--- src/design/htfd_pkg.sv ---
// Shared types, constants and the CRC-8 helper of the sensor frame decoder.
`default_nettype none

package htfd_pkg;

  // Result status codes.
  localparam logic [1:0] ST_OK       = 2'd0;
  localparam logic [1:0] ST_KIND_ERR = 2'd1;
  localparam logic [1:0] ST_CRC_ERR  = 2'd2;

  // Expected reading kind carried by the command.
  localparam logic CMD_TEMP = 1'b0;

  // CRC-8, polynomial x^8+x^5+x^4+1, no reflection, no final xor.
  localparam logic [7:0] CRC_POLY = 8'h31;
  localparam logic [7:0] CRC_INIT = 8'h00;

  // The two low bits of the second data byte are status bits; bit 1 is the kind.
  localparam logic [7:0] RAW_MASK = 8'hFC;
  localparam int         KIND_BIT = 1;

  // Fixed-point conversion: value = ((scale * raw) >> 16) - offset.
  localparam logic [14:0] T_SCALE  = 15'd17572;
  localparam logic [14:0] H_SCALE  = 15'd12500;
  localparam logic [15:0] T_OFFSET = 16'd4685;
  localparam logic [15:0] H_OFFSET = 16'd600;

  localparam int RAW_W  = 16;
  localparam int PROD_W = 31;
  localparam int VAL_W  = 15;

  typedef logic [RAW_W-1:0]  raw_t;
  typedef logic [PROD_W-1:0] prod_t;
  typedef logic [VAL_W-1:0]  value_t;

  // One byte through the CRC register, MSB first.
  function automatic logic [7:0] crc8_update(input logic [7:0] crc, input logic [7:0] data);
    logic [7:0] c;
    c = crc ^ data;
    for (int i = 0; i < 8; i++) begin
      if (c[7]) begin
        c = {c[6:0], 1'b0} ^ CRC_POLY;
      end else begin
        c = {c[6:0], 1'b0};
      end
    end
    return c;
  endfunction

endpackage

`default_nettype wire

--- src/design/humidity_temp_frame_decoder_top.sv ---
// Top level of the sensor frame decoder: a four-stage checking and conversion pipeline.
`default_nettype none

// The decoder takes one received three-byte sensor frame per word together with
// the expected reading kind, and returns one result word per frame: a status
// (ok, frame of wrong kind, checksum mismatch), the converted reading in
// hundredths of degC or %RH as a signed 15-bit number (zero unless the status is
// ok), and the CRC-8 it computed over the two data bytes. A new frame can be
// accepted in every clock cycle unless a stalled output has filled every stage, so
// the throughput is one word per cycle. A result passes through four register
// stages: the CRC over the first byte, the CRC over the second byte with the kind
// and checksum tests, the 16x15-bit scaling multiply, and the offset and result
// select. Each stage holds its word when the stage behind it is full and stalled,
// so a stalled output only blocks the input once every stage is occupied.
module humidity_temp_frame_decoder_top
  import htfd_pkg::*;
(
  input  wire         clk,
  input  wire         rst_n,
  // Frame input.
  input  wire         in_tvalid,
  output logic        in_tready,
  input  wire  [23:0] in_tdata,   // msb_byte [7:0], lsb_byte [15:8], crc_byte [23:16]
  input  wire  [0:0]  in_tuser,   // command [0]: 0 temperature, 1 humidity
  // Result output.
  output logic        out_tvalid,
  input  wire         out_tready,
  output logic [23:0] out_tdata,  // value [14:0], computed_crc [22:15], zero [23]
  output logic [1:0]  out_tuser   // status [1:0]
);

  // Stage valid bits and per-stage ready. A stage may load when it is empty or
  // when the word it holds moves on in the same cycle.
  logic s1_valid_r, s2_valid_r, s3_valid_r, s4_valid_r;
  logic s1_ready, s2_ready, s3_ready, s4_ready;

  assign s4_ready  = !s4_valid_r || out_tready;
  assign s3_ready  = !s3_valid_r || s4_ready;
  assign s2_ready  = !s2_valid_r || s3_ready;
  assign s1_ready  = !s1_valid_r || s2_ready;
  assign in_tready = s1_ready;

  // Stage 1: capture the frame and run the CRC over the first data byte.
  logic       s1_cmd_r;
  logic [7:0] s1_msb_r, s1_lsb_r, s1_rcv_r, s1_crc_r;

  // Stage 2: finish the CRC, test kind and checksum, build the raw code.
  logic       s2_cmd_r, s2_kind_ok_r, s2_crc_ok_r;
  logic [7:0] s2_crc_r;
  raw_t       s2_raw_r;

  // Stage 3: scaling product.
  logic       s3_cmd_r;
  logic [1:0] s3_status_r;
  logic [7:0] s3_crc_r;
  prod_t      s3_prod_r;

  // Stage 4: output register.
  logic [1:0] s4_status_r;
  logic [7:0] s4_crc_r;
  value_t     s4_value_r;

  logic [7:0]  s2_crc_nxt;
  logic [1:0]  s3_status_nxt;
  logic [14:0] s3_scale;
  logic [15:0] s4_offset;
  logic [15:0] s4_diff;
  value_t      s4_value_nxt;

  always_ff @(posedge clk) begin
    if (!rst_n) begin
      s1_valid_r <= 1'b0;
      s2_valid_r <= 1'b0;
      s3_valid_r <= 1'b0;
      s4_valid_r <= 1'b0;
    end else begin
      if (s1_ready) begin
        s1_valid_r <= in_tvalid;
      end
      if (s2_ready) begin
        s2_valid_r <= s1_valid_r;
      end
      if (s3_ready) begin
        s3_valid_r <= s2_valid_r;
      end
      if (s4_ready) begin
        s4_valid_r <= s3_valid_r;
      end
    end
  end

  always_ff @(posedge clk) begin
    if (s1_ready) begin
      s1_cmd_r <= in_tuser[0];
      s1_msb_r <= in_tdata[7:0];
      s1_lsb_r <= in_tdata[15:8];
      s1_rcv_r <= in_tdata[23:16];
      s1_crc_r <= crc8_update(CRC_INIT, in_tdata[7:0]);
    end
  end

  assign s2_crc_nxt = crc8_update(s1_crc_r, s1_lsb_r);

  always_ff @(posedge clk) begin
    if (s2_ready) begin
      s2_cmd_r     <= s1_cmd_r;
      s2_kind_ok_r <= (s1_lsb_r[KIND_BIT] == s1_cmd_r);
      s2_crc_ok_r  <= (s2_crc_nxt == s1_rcv_r);
      s2_crc_r     <= s2_crc_nxt;
      s2_raw_r     <= {s1_msb_r, s1_lsb_r & RAW_MASK};
    end
  end

  // The kind test takes precedence over the checksum test.
  always_comb begin
    if (!s2_kind_ok_r) begin
      s3_status_nxt = ST_KIND_ERR;
    end else if (!s2_crc_ok_r) begin
      s3_status_nxt = ST_CRC_ERR;
    end else begin
      s3_status_nxt = ST_OK;
    end
  end

  assign s3_scale = (s2_cmd_r == CMD_TEMP) ? T_SCALE : H_SCALE;

  always_ff @(posedge clk) begin
    if (s3_ready) begin
      s3_cmd_r    <= s2_cmd_r;
      s3_status_r <= s3_status_nxt;
      s3_crc_r    <= s2_crc_r;
      s3_prod_r   <= PROD_W'(s2_raw_r) * PROD_W'(s3_scale);
    end
  end

  // Truncating conversion: floor the scaled product, then remove the offset.
  assign s4_offset    = (s3_cmd_r == CMD_TEMP) ? T_OFFSET : H_OFFSET;
  assign s4_diff      = {1'b0, s3_prod_r[PROD_W-1:16]} - s4_offset;
  assign s4_value_nxt = (s3_status_r == ST_OK) ? s4_diff[VAL_W-1:0] : '0;

  always_ff @(posedge clk) begin
    if (s4_ready) begin
      s4_status_r <= s3_status_r;
      s4_crc_r    <= s3_crc_r;
      s4_value_r  <= s4_value_nxt;
    end
  end

  assign out_tvalid = s4_valid_r;
  assign out_tdata  = {1'b0, s4_crc_r, s4_value_r};
  assign out_tuser  = s4_status_r;

  // A rejected frame never carries a reading.
  a_err_value_zero: assert property (@(posedge clk) disable iff (!rst_n)
    (out_tvalid && out_tuser != ST_OK) |-> (out_tdata[14:0] == '0))
    else $error("rejected frame carries a nonzero value");

  // Only the three defined status codes leave the block.
  a_status_code: assert property (@(posedge clk) disable iff (!rst_n)
    out_tvalid |-> (out_tuser == ST_OK || out_tuser == ST_KIND_ERR ||
                    out_tuser == ST_CRC_ERR))
    else $error("undefined status code on output");

  // An accepted frame always lands in the first stage.
  a_in_to_s1: assert property (@(posedge clk) disable iff (!rst_n)
    (in_tvalid && in_tready) |=> s1_valid_r)
    else $error("accepted frame lost at stage 1");

  // A word that stage 3 hands forward always lands in the output stage.
  a_s3_to_s4: assert property (@(posedge clk) disable iff (!rst_n)
    (s3_valid_r && s4_ready) |=> s4_valid_r)
    else $error("word lost between stage 3 and output");

  // A stalled output word keeps its status and value.
  a_s4_hold: assert property (@(posedge clk) disable iff (!rst_n)
    (s4_valid_r && !out_tready) |=> (s4_valid_r && $stable(s4_status_r) &&
                                     $stable(s4_value_r)))
    else $error("stalled result changed");

endmodule

`default_nettype wire

--- config.mk ---
export PLATFORM = sky130hd
export DESIGN_NAME = humidity_temp_frame_decoder_top
export DESIGN_NICKNAME = d
export VERILOG_FILES = /design/src/design/htfd_pkg.sv /design/src/design/humidity_temp_frame_decoder_top.sv
export SDC_FILE = /design/constraint.sdc
export NUM_CORES = 1
export LEC_CHECK = 0
export ABC_CLOCK_PERIOD_IN_PS = 13800
export BUFFER_PORTS_ARGS = -buffer_cell sky130_fd_sc_hd__buf_2
export CELL_PAD_IN_SITES_DETAIL_PLACEMENT = 0
export CELL_PAD_IN_SITES_GLOBAL_PLACEMENT = 1
export CORE_UTILIZATION = 55
export DETAILED_ROUTE_END_ITERATION = 7
export PLACE_DENSITY_LB_ADDON = 0.1
export SETUP_SLACK_MARGIN = 0.15
export SYNTH_ARGS = -nofsm -noshare
export SYNTH_HDL_FRONTEND = slang
export SYNTH_SLANG_ARGS = --single-unit
--- constraint.sdc ---
create_clock -name clk -period 13.8 [get_ports clk]
set_clock_uncertainty 0.2 [all_clocks]
set_input_delay 2.07 -clock clk [delete_from_list [all_inputs] [get_ports clk]]
set_output_delay 2.07 -clock clk [all_outputs]
set_load 0.005 [all_outputs]
* Word level (Yosys, flattened, before mapping) *
Index checks and enable logic that the tools add are counted.

storage, ports and cells
  logic and storage cells = 78
  register bits = 129
  bits of input ports = 29
  output and inout bits = 28

cells by class
  $mul = 1
  add/subtract/negate cells = 1
  multiplexer cells = 26
  reductions and logical operators = 9
  equal/unequal tests = 2
  bitwise operators = 17

operators with widths
  operator          count
  $mux 6            16
  $mux 8            7
  $not 3->3         16
  $mul 14x15->29    1
  $mux 15           1
  $sub 15x13->15    1
  $mux 13           1
  $eq 8x8->1        1
  $xor 8x8->8       1
  $logic_not 1->1   4
  $logic_or 1x1->1  4
  $logic_not 2->1   1
  $mux 2            1
  $eq 1x1->1        1

* Longest topological paths before layout *
Gate-level depths: netlist of run 1.

  word-level depth = 26
  gate-level depth with buffers = 22
  mapped depth without buffers = 20

* Worst setup path before layout of run 1 *
No wires, ideal clock.

  path type = register to register
  from = register s2_cmd_r
  to = register s3_prod_r[21], data pin
  data required time = 13341 ps
  data arrival time = 5425 ps
  library setup time = 259 ps
  setup slack = 7916 ps
  period minus slack after synthesis = 5884 ps
  path buffers = 2
  stages on the path, launching flop included = 23
  cell sequence = edfxtp_1 clkbuf_1 clkbuf_1 nand2_1 inv_1 or2_2 ha_1 ha_1 inv_1 fa_1 inv_1 fa_1 fa_1 inv_1 fa_1 inv_1 ha_1 o21a_1 o21a_1 o21ai_0 a21oi_1 o21a_1 o31a_1

between the ends
  longest elaborated chain between the ends = 2

ends and longest elaborated chain
  element                 RTL line                                RTL
  start, declared         humidity_temp_frame_decoder_top.sv:48   logic s2_cmd_r, s2_kind_ok_r, s2_crc_ok_r;
  start signal, assigned  humidity_temp_frame_decoder_top.sv:106  s2_cmd_r <= s1_cmd_r;
  $mux 15                 humidity_temp_frame_decoder_top.sv:125  assign s3_scale = (s2_cmd_r == CMD_TEMP) ? T_SCALE : H_SCALE;
  $mul 14x15->29          humidity_temp_frame_decoder_top.sv:132  s3_prod_r <= PROD_W'(s2_raw_r) * PROD_W'(s3_scale);
  end signal, assigned    humidity_temp_frame_decoder_top.sv:132
  end, declared           humidity_temp_frame_decoder_top.sv:56   prod_t s3_prod_r;

Every way passes these cells.
A chain may end at the register's enable or synchronous reset.

* Final worst setup path of run 1 *
  from = register s2_cmd_r
  to = register s3_prod_r[29], data pin

Same word-level chain as after synthesis.

==> results.md, run 1 <==
* Nets@finish at 999
* Hold path cells at 0
* Number of cells upsized or downsized after cts at 0
* Sequential fraction of the synthesis area at 0.3917
* Die Y at 126.8 um
* Net Switching at 0.0007818 W
* Net Sw Frac at 0.3845
* Vias per std cell at 5.247
* Fill count at 1222
* Gp weighted congestion at 0.8836
* Capture point of the worst reg-to-reg path: s3_prod_r[29]$_DFFE_PP_
* Largest net degree at the start of global routing at 35
* Tot GR Track Use at 0.2066
* Total CTS buffers at 17
* Pre-CTS setup slack at 7.416 ns
* Area after DPL at 9064 um2
* Max-cap viol count at 0
* Power Density at 211.5 nW/um2
* Cell area after synthesis at 8561 um2
* Internal Pwr Total at 0.001251 W
* Die Wd at 126.8 um
* Worst Path Arrival at 6.46 ns
* Detail Route Antenna Nets at 0
* Share of power burned in registers at 0.277
* H-tree levels at 4
* Max Root-Sink Buffers at 2
* Die ar. at 16070 um2
* Crit. End Element: flip-flop
* Post-synth cell types at 55
* Core Region at 15200 um2
* Worst endpoint required time at 13.87 ns
* Slowest Stage Delay on Critical Path at 0.89 ns
* Fin crit period at 6.395 ns
* Critical path launch point type: flip-flop
* # diodes at 0
* Design Area, Final at 9613 um2
* Final setup vio count at 0
* #FFs+latches synth at 113
* Starting Density at 0.5631
* Final hold vios at 0
* Starting DRT DRC Count at 153
* Hold path startpoint: s2_crc_r[4]$_DFFE_PP_
* Clk slew on worst S/H paths at 0.05 ns
* Fmax at 0.1564 GHz
* Peak VDD IR at 0.1038 mV
* Tcrit/Tclk final at 0.4634
* Worst-Skew Late Latency at 0.41 ns
* Final Slew Violations at 0
* CP max FO at 30
* CTS sink count at 113
* # Post-CTS Setup Buffers at 0
* Synth async-reset ratio at 0
* Warnings from Yosys at 0
* Clock power share at 0.199
* Average cell area after synthesis at 12.02 um2
* CTS tree: yes
* CP max-delay cell: edfxtp_1
* Hold Path Class: reg -> reg
* Via count at 5158
* Critical path class: reg -> reg
* Setup WS post-layout at 7.405 ns
* Initial antenna violation count at 0
* DP HPWL at 12.63 mm
* IO Port Bufs at 55
* IO Count at 57
* Row count at 45
* Clock root cell: clkbuf_16
* Lkg Pwr at 4.573 nW
* Combinational group share of total power at 0.524
* DRC Markers at 0
* Prevailing post-synth register cell: edfxtp_1
* Hold Buf Count CTS at 0
* TNS Setup at 0 ns
* DRT Pass-1 Iters at 5
* Hold endpoint: s3_crc_r[4]$_DFFE_PP_
* Vias in the first global route at 5247
* Post-Syn Instances at 712
* First-pass GRT wire length at 25.20 mm
* Tightest Pin Transition at 1.052 ns
* R2R setup slack at 7.40 ns
* CP cell instances: nor2b_1 > or2_2 > ha_1 > ha_1 > inv_1 > fa_1 > inv_1 > fa_1 > fa_1 > inv_1 > fa_1 > inv_1 > ha_1 > a31oi_1 > nor3b_1 > a311oi_2 > a2111o_1 > nand3_1
* Synthesis-to-finish area growth at 12.29%
* Number of flops mapped to enable cells by yosys at 109
* Drt wl/cell at 15.47 um
* Ratio of cells with drive above 1 in the final layout at 0.1308
* Grt total ovfl at 0
* RSZ-0062 raised after global routing: false
* Reg2reg start: s2_cmd_r$_DFFE_PP_
* Routed wire length at 15.21 mm
* Slew HR at 0.2970
* Status: completed
* Cells on worst reg2reg path at 18
[synth_stat cells, types with 3 or more instances]
master	count	share of area
nand3_1	11	0.0064
a21oi_1	27	0.016
clkbuf_1	13	0.0057
a31oi_1	7	0.0051
xnor2_1	37	0.038
nand2b_1	9	0.0066
nor2_1	29	0.013
inv_1	99	0.043
o21ai_1	5	0.0029
o21ai_0	13	0.0076
and3_1	6	0.0044
a21o_1	7	0.0061
a2111o_1	3	0.0039
o21a_1	5	0.0044
and2_1	10	0.0073
dfxtp_1	4	0.0094
nor3_1	9	0.0053
xor2_1	20	0.020
or2_2	12	0.0088
nand4_1	4	0.0029
o21bai_1	3	0.0026
nor2b_1	16	0.012
edfxtp_1	109	0.38
nand2_1	31	0.014
ha_1	122	0.18
fa_1	64	0.15
[logic make-up (layout without fill, tap and decap cells)]
family	count (synthesis)	after routing	share of synthesized area
and+or+nand+nor	144	144	0.08623
adders and majority gates	186	186	0.3280
xor gates and xnor gates	63	63	0.07264
muxes	2	2	0.002339
other	2	14	0.0008773
buffers and inverters	114	185	0.05042
AOI/OAI and AO/OA	88	88	0.06781
DFF	113	113	0.3917
[metal layers]
layer | wire length [um] | global-route usage
met5 | 0 | 0
met4 | 281 | 0.08263
met3 | 588 | 0.04471
met2 | 7370 | 0.3419
met1 | 6965 | 0.2663
[worst max-delay path: cells and delay by family (launching register included)]
family / cells / cell delay, ns
adder cells (fa/ha/maj): 7 / 3.01
AO/OA/AOI/OAI: 3 / 0.99
AND/OR/NAND/NOR: 4 / 0.97
flip-flops: 1 / 0.89
buffers and inverters: 4 / 0.19
[registers in the layout, indices dropped and copies added, names as in the netlist, 2 cells and up]
name and flops:
s2_crc_r 8, s1_rcv_r 8, s1_msb_r 8, s4_value_r 15
out_tuser 2, s2_raw_r 14, s1_crc_r 8, s1_lsb_r 8
s3_status_r 2, s3_crc_r 8, s3_prod_r 15, s4_crc_r 8
[power by group through the flow]
stage	Combinational, W	Sequential (W)	Clock [W]
after CTS	0.00107	0.000565	0.000415
after detailed placement	0.00106	0.000571	0
after floorplan	0.000810	0.000562	0
final	0.00106	0.000564	0.000404
after global placement	0.00104	0.000568	0
after global routing	0.00121	0.000574	0.000427
[area by class of cell]
| type | instances | area (um2) | area share |
|---|---|---|---|
| flip-flops and latches | 113 | 3353 | 0.3488 |
| clock buffers | 18 | 429.2 | 0.04464 |
| multi-input cells | 497 | 4821 | 0.5015 |
| inverters | 99 | 371.6 | 0.03866 |
| clock inverters | 12 | 120.1 | 0.01250 |
| repair buffers | 56 | 282.8 | 0.02942 |
| well taps | 188 | 235.2 | 0.02447 |
[worst max path at each step]
stage                       start                      end
2_1_floorplan  s2_cmd_r$_DFFE_PP_  s3_prod_r[21]$_DFFE_PP_
3_3_place_gp   s2_cmd_r$_DFFE_PP_  s3_prod_r[23]$_DFFE_PP_
3_5_place_dp   s2_cmd_r$_DFFE_PP_  s3_prod_r[23]$_DFFE_PP_
4_1_cts        s2_cmd_r$_DFFE_PP_  s3_prod_r[29]$_DFFE_PP_
5_1_grt        s2_cmd_r$_DFFE_PP_  s3_prod_r[29]$_DFFE_PP_
6_report       s2_cmd_r$_DFFE_PP_  s3_prod_r[29]$_DFFE_PP_
[placed cells by master, fill, tap and decap left out, types with 4 or more instances in the layout]
cell type / instances
a21oi_1: 27
a21o_1: 7
nand4_1: 4
xor2_1: 20
nand2_1: 31
xnor2_1: 37
ha_1: 122
nor3_1: 9
conb_1: 14
a31oi_1: 7
and3_1: 6
or2_2: 12
clkinvlp_4: 5
nand3_1: 11
clkbuf_16: 17
fa_1: 64
o21ai_1: 5
edfxtp_1: 109
buf_2: 55
o21a_1: 5
o21ai_0: 13
nor2b_1: 16
nand2b_1: 9
and2_1: 10
nor2_1: 29
dfxtp_1: 4
inv_1: 99
[metrics by stage]
stage	hold WS, ns	total power [W]	utilization	instances
2_1_floorplan	0.2003	0.001372	-	724
3_3_place_gp	0.2019	0.001610	0.5962	953
3_5_place_dp	0.2056	0.001631	0.5962	953
4_1_cts	0.2185	0.002050	0.6323	983
5_1_grt	0.2214	0.002214	0.6323	983
6_report	0.2164	0.002033	0.6323	983
Note: power is estimated with default switching activity, not from simulation.
==> run 2, diff against run 1 <==
--- a/config.mk
+++ b/config.mk
@@ -5,11 +5,11 @@
 export SDC_FILE = /design/constraint.sdc
 export NUM_CORES = 1
 export LEC_CHECK = 0
-export ABC_CLOCK_PERIOD_IN_PS = 13800
+export ABC_CLOCK_PERIOD_IN_PS = 5200
 export BUFFER_PORTS_ARGS = -buffer_cell sky130_fd_sc_hd__buf_2
 export CELL_PAD_IN_SITES_DETAIL_PLACEMENT = 0
 export CELL_PAD_IN_SITES_GLOBAL_PLACEMENT = 1
-export CORE_UTILIZATION = 55
+export CORE_UTILIZATION = 46
 export DETAILED_ROUTE_END_ITERATION = 7
 export PLACE_DENSITY_LB_ADDON = 0.1
 export SETUP_SLACK_MARGIN = 0.15
==> constraint.sdc (replaced) <==
create_clock -name clk -period 5.2 [get_ports clk]
set_clock_uncertainty 0.2 [all_clocks]
set_input_delay 0.78 -clock clk [delete_from_list [all_inputs] [get_ports clk]]
set_output_delay 0.78 -clock clk [all_outputs]
set_load 0.005 [all_outputs]
==> results.md, run 2 (synthesis results as in run 1) <==
* Status: complete, but fails checks (was completed)
* Failing checks: design-rule violations, negative setup slack
* Slew HR at 0.2131 (was 0.2970)
* RSZ-0062 raised after global routing: true (was false)
* Crit. End Element: flip-flop (unchanged)
* Top cell family by delay on the critical path: adder cells (unchanged)
* Tightest Pin Transition at 1.178 ns (was 1.052 ns)
* Power Density at 650.1 nW/um2 (was 211.5 nW/um2)
* Clock root cell: clkbuf_16 (unchanged)
* Hold Buf Count CTS at 0 (unchanged)
* Gp weighted congestion at 0.8287 (was 0.8836)
* DRT Pass-1 Iters at 6 (was 5)
* # diodes at 0 (unchanged)
* Detail Route Antenna Nets at 0 (unchanged)
* Total CTS buffers at 17 (unchanged)
* Final hold vios at 0 (unchanged)
* Worst endpoint required time at 5.28 ns (was 13.87 ns)
* Drt wl/cell at 15.41 um (was 15.47 um)
* Initial antenna violation count at 0 (unchanged)
* Net Switching at 0.002800 W (was 0.0007818 W)
* Via count at 5542 (was 5158)
* Hold Path Class: reg -> reg (unchanged)
* CTS sink count at 113 (unchanged)
* Core Region at 18090 um2 (was 15200 um2)
* Slowest Stage Delay on Critical Path at 0.51 ns (was 0.89 ns)
* TNS Setup at -2.065 ns (was 0 ns)
* Starting DRT DRC Count at 207 (was 153)
* CTS tree: yes (unchanged)
* DP HPWL at 13.84 mm (was 12.63 mm)
* Starting Density at 0.4733 (was 0.5631)
* Fmax at 0.1830 GHz (was 0.1564 GHz)
* Critical path class: reg -> reg (unchanged)
* H-tree levels at 4 (unchanged)
* Synthesis-to-finish area growth at 29.60% (was 12.29%)
* Worst setup path end: s3_prod_r[29]$_DFFE_PP_ (unchanged)
* Capture point of the worst reg-to-reg path: s3_prod_r[29]$_DFFE_PP_ (unchanged)
* Most common cell after layout, fill and taps aside: edfxtp_1 (was ha_1)
* CP max-delay cell: fa_1 (was edfxtp_1)
* Largest net degree at the start of global routing at 35 (unchanged)
* Worst path depth at 23 (was 18)
* Internal Pwr Total at 0.004412 W (was 0.001251 W)
* Net Sw Frac at 0.3883 (was 0.3845)
* Tcrit/Tclk final at 1.051 (was 0.4634)
* Grt total ovfl at 0 (unchanged)
* Final Non-Filler Cells at 1123 (was 983)
* Crit path from: s2_cmd_r$_DFFE_PP_ (unchanged)
* Final Slew Violations at 0 (unchanged)
* Routed wire length at 17.31 mm (was 15.21 mm)
* Tot GR Track Use at 0.1961 (was 0.2066)
* Critical path launch point type: flip-flop (unchanged)
* Max Root-Sink Buffers at 2 (unchanged)
* Buf/Inv on CP at 8 (was 4)
* Cells on worst reg2reg path at 23 (was 18)
* Reg2reg start: s2_cmd_r$_DFFE_PP_ (unchanged)
* R2R setup slack at -0.26 ns (was 7.40 ns)
* Row count at 49 (was 45)
* First-pass GRT wire length at 29.16 mm (was 25.20 mm)
* Ratio of cells with drive above 1 in the final layout at 0.3233 (was 0.1308)
* Vias in the first global route at 5972 (was 5247)
* Peak VDD IR at 0.4128 mV (was 0.1038 mV)
* Die Y at 138.4 um (was 126.8 um)
* Setup WS post-layout at -0.2648 ns (was 7.405 ns)
* Nets@finish at 1096 (was 999)
* DRC Markers at 6 (was 0)
* Fin crit period at 5.465 ns (was 6.395 ns)
* CP cell instances: buf_12 > buf_8 > nand2_4 > inv_2 > or2_4 > ha_4 > ha_4 > inv_2 > fa_1 > inv_1 > fa_1 > fa_1 > inv_2 > fa_1 > inv_2 > ha_4 > a21o_1 > a31oi_4 > nor3b_4 > a311oi_2 > buf_4 > a2111o_1 > nand3_1 (was nor2b_1 > or2_2 > ha_1 > ha_1 > inv_1 > fa_1 > inv_1 > fa_1 > fa_1 > inv_1 > fa_1 > inv_1 > ha_1 > a31oi_1 > nor3b_1 > a311oi_2 > a2111o_1 > nand3_1)
* Biggest regs: s3_prod_r (15), s4_value_r (15), s2_raw_r (14) (unchanged)
* IO Port Bufs at 55 (unchanged)
* Worst-Skew Late Latency at 0.42 ns (was 0.41 ns)
* CP max FO at 6 (was 30)
* Lkg Pwr at 5.151 nW (was 4.573 nW)
* Share of power burned in registers at 0.208 (was 0.277)
* Die ar. at 19160 um2 (was 16070 um2)
* Max-cap viol count at 0 (unchanged)
* Most frequent cells in the layout: edfxtp_1 (109), ha_1 (99), buf_4 (90) (was ha_1 (122), edfxtp_1 (109), inv_1 (99))
* Worst Path Arrival at 5.55 ns (was 6.46 ns)
* Clk slew on worst S/H paths at 0.06 ns (was 0.05 ns)
* Fill count at 1404 (was 1222)
* Combinational group share of total power at 0.631 (was 0.524)
* Die Wd at 138.4 um (was 126.8 um)
* Final setup vio count at 12 (was 0)
* Clock power share at 0.161 (was 0.199)
* Vias per std cell at 4.935 (was 5.247)
* Cells after DPL at 1075 (was 953)
* IO Count at 57 (unchanged)
run 2: changes by cell type in the layout (fill, tap and decap cells not counted), sizes merged:
| cell | before | now |
|---|---|---|
| clkinv | 5 | 1 |
| clkinvlp | 5 | 1 |
| buf | 56 | 153 |
| bufinv | 2 | 1 |
| clkbuf | 18 | 17 |
| inv | 99 | 111 |
run 2: repair_timing:
item / CTS / global route
setup endpoints to repair: 15 / 15
gates cloned: 1 / 0
buffers inserted: 10 / 5
pin swaps: 13 / 21
hold endpoints to repair: 0 / 0
gates resized for setup: 49 / 29
run 2: per-stage QoR:
| step | total power, W | setup slack [ns] | hold WS [ns] | util | cell area, um2 |
|---|---|---|---|---|---|
| after global placement | 0.005265 | -0.2876 | 0.2022 | 0.5512 | 9970 |
| final | 0.007212 | -0.2648 | 0.2181 | 0.6134 | 11090 |
| after floorplan | 0.004101 | -0.06557 | 0.2003 | - | 8857 |
| after global routing | 0.007751 | -0.4491 | 0.2237 | 0.6134 | 11090 |
| after CTS | 0.006930 | -0.2640 | 0.2163 | 0.6028 | 10900 |
| after detailed placement | 0.005355 | -0.4135 | 0.2045 | 0.5512 | 9970 |
run 2: routing by layer:
layer  track usage  wire (um)  share of wire  up-vias
met4       0.05973        228          0.013        0
met3       0.03741        416          0.024       20
met2        0.3516       8889           0.51       76
met1        0.2385       7774           0.45     2675
met5             0          0              0        -
li1              -          -              -     2771
run 2: how the worst min path moves through the flow:
| stage | to | slack, ns | startpoint | cells after the start |
|---|---|---|---|---|
| after floorplan | s2_raw_r[10]$_DFFE_PP_ | 0.20 | s1_msb_r[2]$_DFFE_PP_ | 0 |
| after global placement | s4_crc_r[4]$_DFFE_PP_ | 0.20 | s3_crc_r[4]$_DFFE_PP_ | 0 |
| after detailed placement | s2_raw_r[15]$_DFFE_PP_ | 0.20 | s1_msb_r[7]$_DFFE_PP_ | 0 |
| after CTS | s4_crc_r[2]$_DFFE_PP_ | 0.22 | s3_crc_r[2]$_DFFE_PP_ | 0 |
| after global routing | s3_crc_r[1]$_DFFE_PP_ | 0.22 | s2_crc_r[1]$_DFFE_PP_ | 0 |
| final | s2_raw_r[13]$_DFFE_PP_ | 0.22 | s1_msb_r[5]$_DFFE_PP_ | 0 |
run 2: layout make-up:
cell class              instances  area, um2  share of cell area
well taps                     229      286.5             0.02583
repair buffers                153       1079             0.09721
flip-flops and latches        113       3353              0.3022
inverters                      99      371.6             0.03349
multi-input cells             497       5418              0.4883
clock buffers                  17      425.4             0.03834
clock inverters                15      161.4             0.01455
run 2: power by group through the flow:
stage	sequential, W	combinational, W	clock, W
2_1_floorplan	0.00149	0.00261	0
3_3_place_gp	0.00152	0.00375	0
3_5_place_dp	0.00153	0.00383	0
4_1_cts	0.00151	0.00424	0.00118
5_1_grt	0.00153	0.00500	0.00122
6_report	0.00150	0.00455	0.00116
run 2: worst reg2reg max path: cells and delay by family, from the launching register on:
family | cells | cell delay, ns
adders and majority gates | 7 | 2.60
DFF | 1 | 0.43
AOI/OAI and AO/OA | 4 | 0.85
and+or+nand+nor | 4 | 0.60
buffers and inverters | 8 | 0.68
==> run 3, diff against run 2 <==
--- a/config.mk
+++ b/config.mk
@@ -11,6 +11,7 @@
 export CELL_PAD_IN_SITES_GLOBAL_PLACEMENT = 1
 export CORE_UTILIZATION = 46
 export DETAILED_ROUTE_END_ITERATION = 7
+export MAX_ROUTING_LAYER = met4
 export PLACE_DENSITY_LB_ADDON = 0.1
 export SETUP_SLACK_MARGIN = 0.15
 export SYNTH_ARGS = -nofsm -noshare
==> results.md, run 3 (synthesis results as in run 1) <==
* Status: complete, but fails checks (unchanged)
* Failing checks: design-rule violations, negative setup slack (unchanged)
* Total CTS buffers at 17 (unchanged)
* Clock root cell: clkbuf_16 (unchanged)
* Vias per std cell at 4.939 (was 4.935)
* First-pass GRT wire length at 28.75 mm (was 29.16 mm)
* Final hold vios at 0 (unchanged)
* Peak VDD IR at 0.4415 mV (was 0.4128 mV)
* Hold path cells at 0 (unchanged)
* Buf/Inv on CP at 8 (unchanged)
* Fin crit period at 5.442 ns (was 5.465 ns)
* Starting DRT DRC Count at 192 (was 207)
* Hold Path Class: reg -> reg (unchanged)
* Critical path class: reg -> reg (unchanged)
* CP max-delay cell: fa_1 (unchanged)
* Critical path launch point type: flip-flop (unchanged)
* Final Slew Violations at 0 (unchanged)
* CP cell instances: buf_6 > buf_6 > nand2_4 > inv_2 > or2_4 > ha_4 > ha_4 > inv_2 > fa_1 > inv_1 > fa_1 > fa_1 > inv_2 > fa_1 > inv_2 > ha_4 > a21o_1 > a31oi_4 > nor3b_4 > a311oi_2 > buf_4 > a2111o_1 > nand3_1 (was buf_12 > buf_8 > nand2_4 > inv_2 > or2_4 > ha_4 > ha_4 > inv_2 > fa_1 > inv_1 > fa_1 > fa_1 > inv_2 > fa_1 > inv_2 > ha_4 > a21o_1 > a31oi_4 > nor3b_4 > a311oi_2 > buf_4 > a2111o_1 > nand3_1)
* Biggest regs: s3_prod_r (15), s4_value_r (15), s2_raw_r (14) (unchanged)
* R2R setup slack at -0.24 ns (was -0.26 ns)
* # diodes at 0 (unchanged)
* Row count at 49 (unchanged)
* Drt wl/cell at 15.47 um (was 15.41 um)
* Slowest Stage Delay on Critical Path at 0.51 ns (about the same)
* Max Root-Sink Buffers at 2 (unchanged)
* Die Y at 138.4 um (unchanged)
* Starting Density at 0.4733 (unchanged)
* DRT Pass-1 Iters at 8 (was 6)
* Cells on worst reg2reg path at 23 (unchanged)
* Via count at 5546 (was 5542)
* Worst-Skew Late Latency at 0.41 ns (was 0.42 ns)
* Max-cap viol count at 0 (unchanged)
* Core Region at 18090 um2 (unchanged)
* Setup WS post-layout at -0.2415 ns (was -0.2648 ns)
* Die ar. at 19160 um2 (unchanged)
* Slew HR at 0.2461 (was 0.2131)
* Final Util at 0.6037 (was 0.6134)
* Reg2reg start: s2_cmd_r$_DFFE_PP_ (unchanged)
* Synthesis-to-finish area growth at 27.55% (was 29.60%)
* Grt total ovfl at 0 (unchanged)
* Worst endpoint required time at 5.28 ns (about the same)
* Detail Route Antenna Nets at 0 (unchanged)
* H-tree levels at 4 (unchanged)
* Gp weighted congestion at 0.8480 (was 0.8287)
* Largest net degree at the start of global routing at 35 (unchanged)
* Pre-CTS setup slack at -0.3799 ns (was -0.4135 ns)
* Vias in the first global route at 5932 (was 5972)
* Nets@finish at 1096 (unchanged)
* Cells after DPL at 1076 (was 1075)
* Final setup vio count at 14 (was 12)
* Hold path startpoint: s1_msb_r[5]$_DFFE_PP_ (unchanged)
* Top cell family by delay on the critical path: adder cells (unchanged)
* DP HPWL at 14.21 mm (was 13.84 mm)
* Clk slew on worst S/H paths at 0.05 ns (was 0.06 ns)
* Final Non-Filler Cells at 1123 (unchanged)
* Hold Buf Count CTS at 0 (unchanged)
* Power Density at 641.3 nW/um2 (was 650.1 nW/um2)
* Die Wd at 138.4 um (unchanged)
* Worst Path Arrival at 5.52 ns (was 5.55 ns)
* Hold endpoint: s2_raw_r[13]$_DFFE_PP_ (unchanged)
* IO Count at 57 (unchanged)
* Capture point of the worst reg-to-reg path: s3_prod_r[29]$_DFFE_PP_ (unchanged)
* CTS sink count at 113 (unchanged)
* Tot GR Track Use at 0.2002 (was 0.1961)
* Initial antenna violation count at 0 (unchanged)
* RSZ-0062 raised after global routing: true (unchanged)
* Crit. End Element: flip-flop (unchanged)
* CP max FO at 6 (unchanged)
* DRC Markers at 6 (unchanged)
* Routed wire length at 17.37 mm (was 17.31 mm)
* IO Port Bufs at 55 (unchanged)
* Fmax at 0.1838 GHz (was 0.1830 GHz)
* Tightest Pin Transition at 1.128 ns (was 1.178 ns)
* Most frequent cells in the layout: edfxtp_1 (109), ha_1 (105), buf_4 (88) (was edfxtp_1 (109), ha_1 (99), buf_4 (90))
* Most common cell after layout, fill and taps aside: edfxtp_1 (unchanged)
* Tcrit/Tclk final at 1.046 (was 1.051)
* Ratio of cells with drive above 1 in the final layout at 0.3132 (was 0.3233)
* Lkg Pwr at 5.104 nW (was 5.151 nW)
* CTS tree: yes (unchanged)
## run 3: cell count changes in the layout (fill, tap and decap cells not counted), moves of 3 or more
cell	delta
ha_4	-6
buf_6	+4
a21oi_2	+3
ha_1	+6
inv_6	-4
clkinvlp_4	+3
## run 3: area by class of cell
cell class	count	area (um2)
Fill cell	1412	7167
Clock inverter	15	128.9
Multi-Input combinational cell	497	5318
Clock buffer	17	425.4
Sequential cell	113	3353
Inverter	99	371.6
Tap cell	229	286.5
Timing Repair Buffer	153	1036
## run 3: per-stage QoR
step	cell area, um2	hold WS (ns)	TNS, ns	power [W]
6_report	10920	0.2165	-2.124	0.007003
4_1_cts	10780	0.2177	-1.588	0.006790
5_1_grt	10920	0.2244	-5.080	0.007546
3_3_place_gp	9952	0.2032	-2.179	0.005252
3_5_place_dp	9952	0.2045	-3.377	0.005346
2_1_floorplan	8857	0.2003	-0.1686	0.004101
## run 3: power breakdown
part           internal [W]  switching (W)
registers           0.00139       0.000116
logic               0.00228        0.00215
clock network      0.000623       0.000448
## run 3: worst max-delay path by stage
stage / from / to / cells past startpoint
2_1_floorplan: s2_cmd_r$_DFFE_PP_ / s3_prod_r[21]$_DFFE_PP_ / 22
3_3_place_gp: s2_cmd_r$_DFFE_PP_ / s3_prod_r[25]$_DFFE_PP_ / 19
3_5_place_dp: s2_cmd_r$_DFFE_PP_ / s3_prod_r[29]$_DFFE_PP_ / 19
4_1_cts: s2_cmd_r$_DFFE_PP_ / s3_prod_r[29]$_DFFE_PP_ / 23
5_1_grt: s2_cmd_r$_DFFE_PP_ / s3_prod_r[30]$_DFFE_PP_ / 19
6_report: s2_cmd_r$_DFFE_PP_ / s3_prod_r[29]$_DFFE_PP_ / 23
## run 3: worst register-to-register path: stages (launching register included)
cell      delay [ns]
edfxtp_1        0.43
buf_6           0.15
buf_6           0.12
nand2_4         0.06
inv_2           0.04
or2_4           0.24
ha_4            0.26
ha_4            0.26
inv_2           0.03
fa_1            0.46
inv_1           0.05
fa_1            0.45
fa_1            0.51
inv_2           0.04
fa_1            0.51
inv_2           0.04
ha_4            0.15
a21o_1          0.20
a31oi_4         0.18
nor3b_4         0.24
a311oi_2        0.11
buf_4           0.17
a2111o_1        0.36
nand3_1         0.06
## run 3: repair_timing
item / in CTS / in global routing
pin swaps: 20 / 17
gates cloned: 1 / 0
endpoints found under the setup margin: 15 / 15
buffers inserted: 10 / 4
hold endpoints to repair: 0 / 0
gates resized for setup: 41 / 25
## run 3: layer usage
metal / vias to the layer above / share of wire / GRT usage
met4: 0 / 0.014 / 0.05795
met3: 22 / 0.023 / 0.02875
met5: - / 0 / -
li1: 2780 / - / -
met2: 90 / 0.52 / 0.3551
met1: 2654 / 0.44 / 0.2358
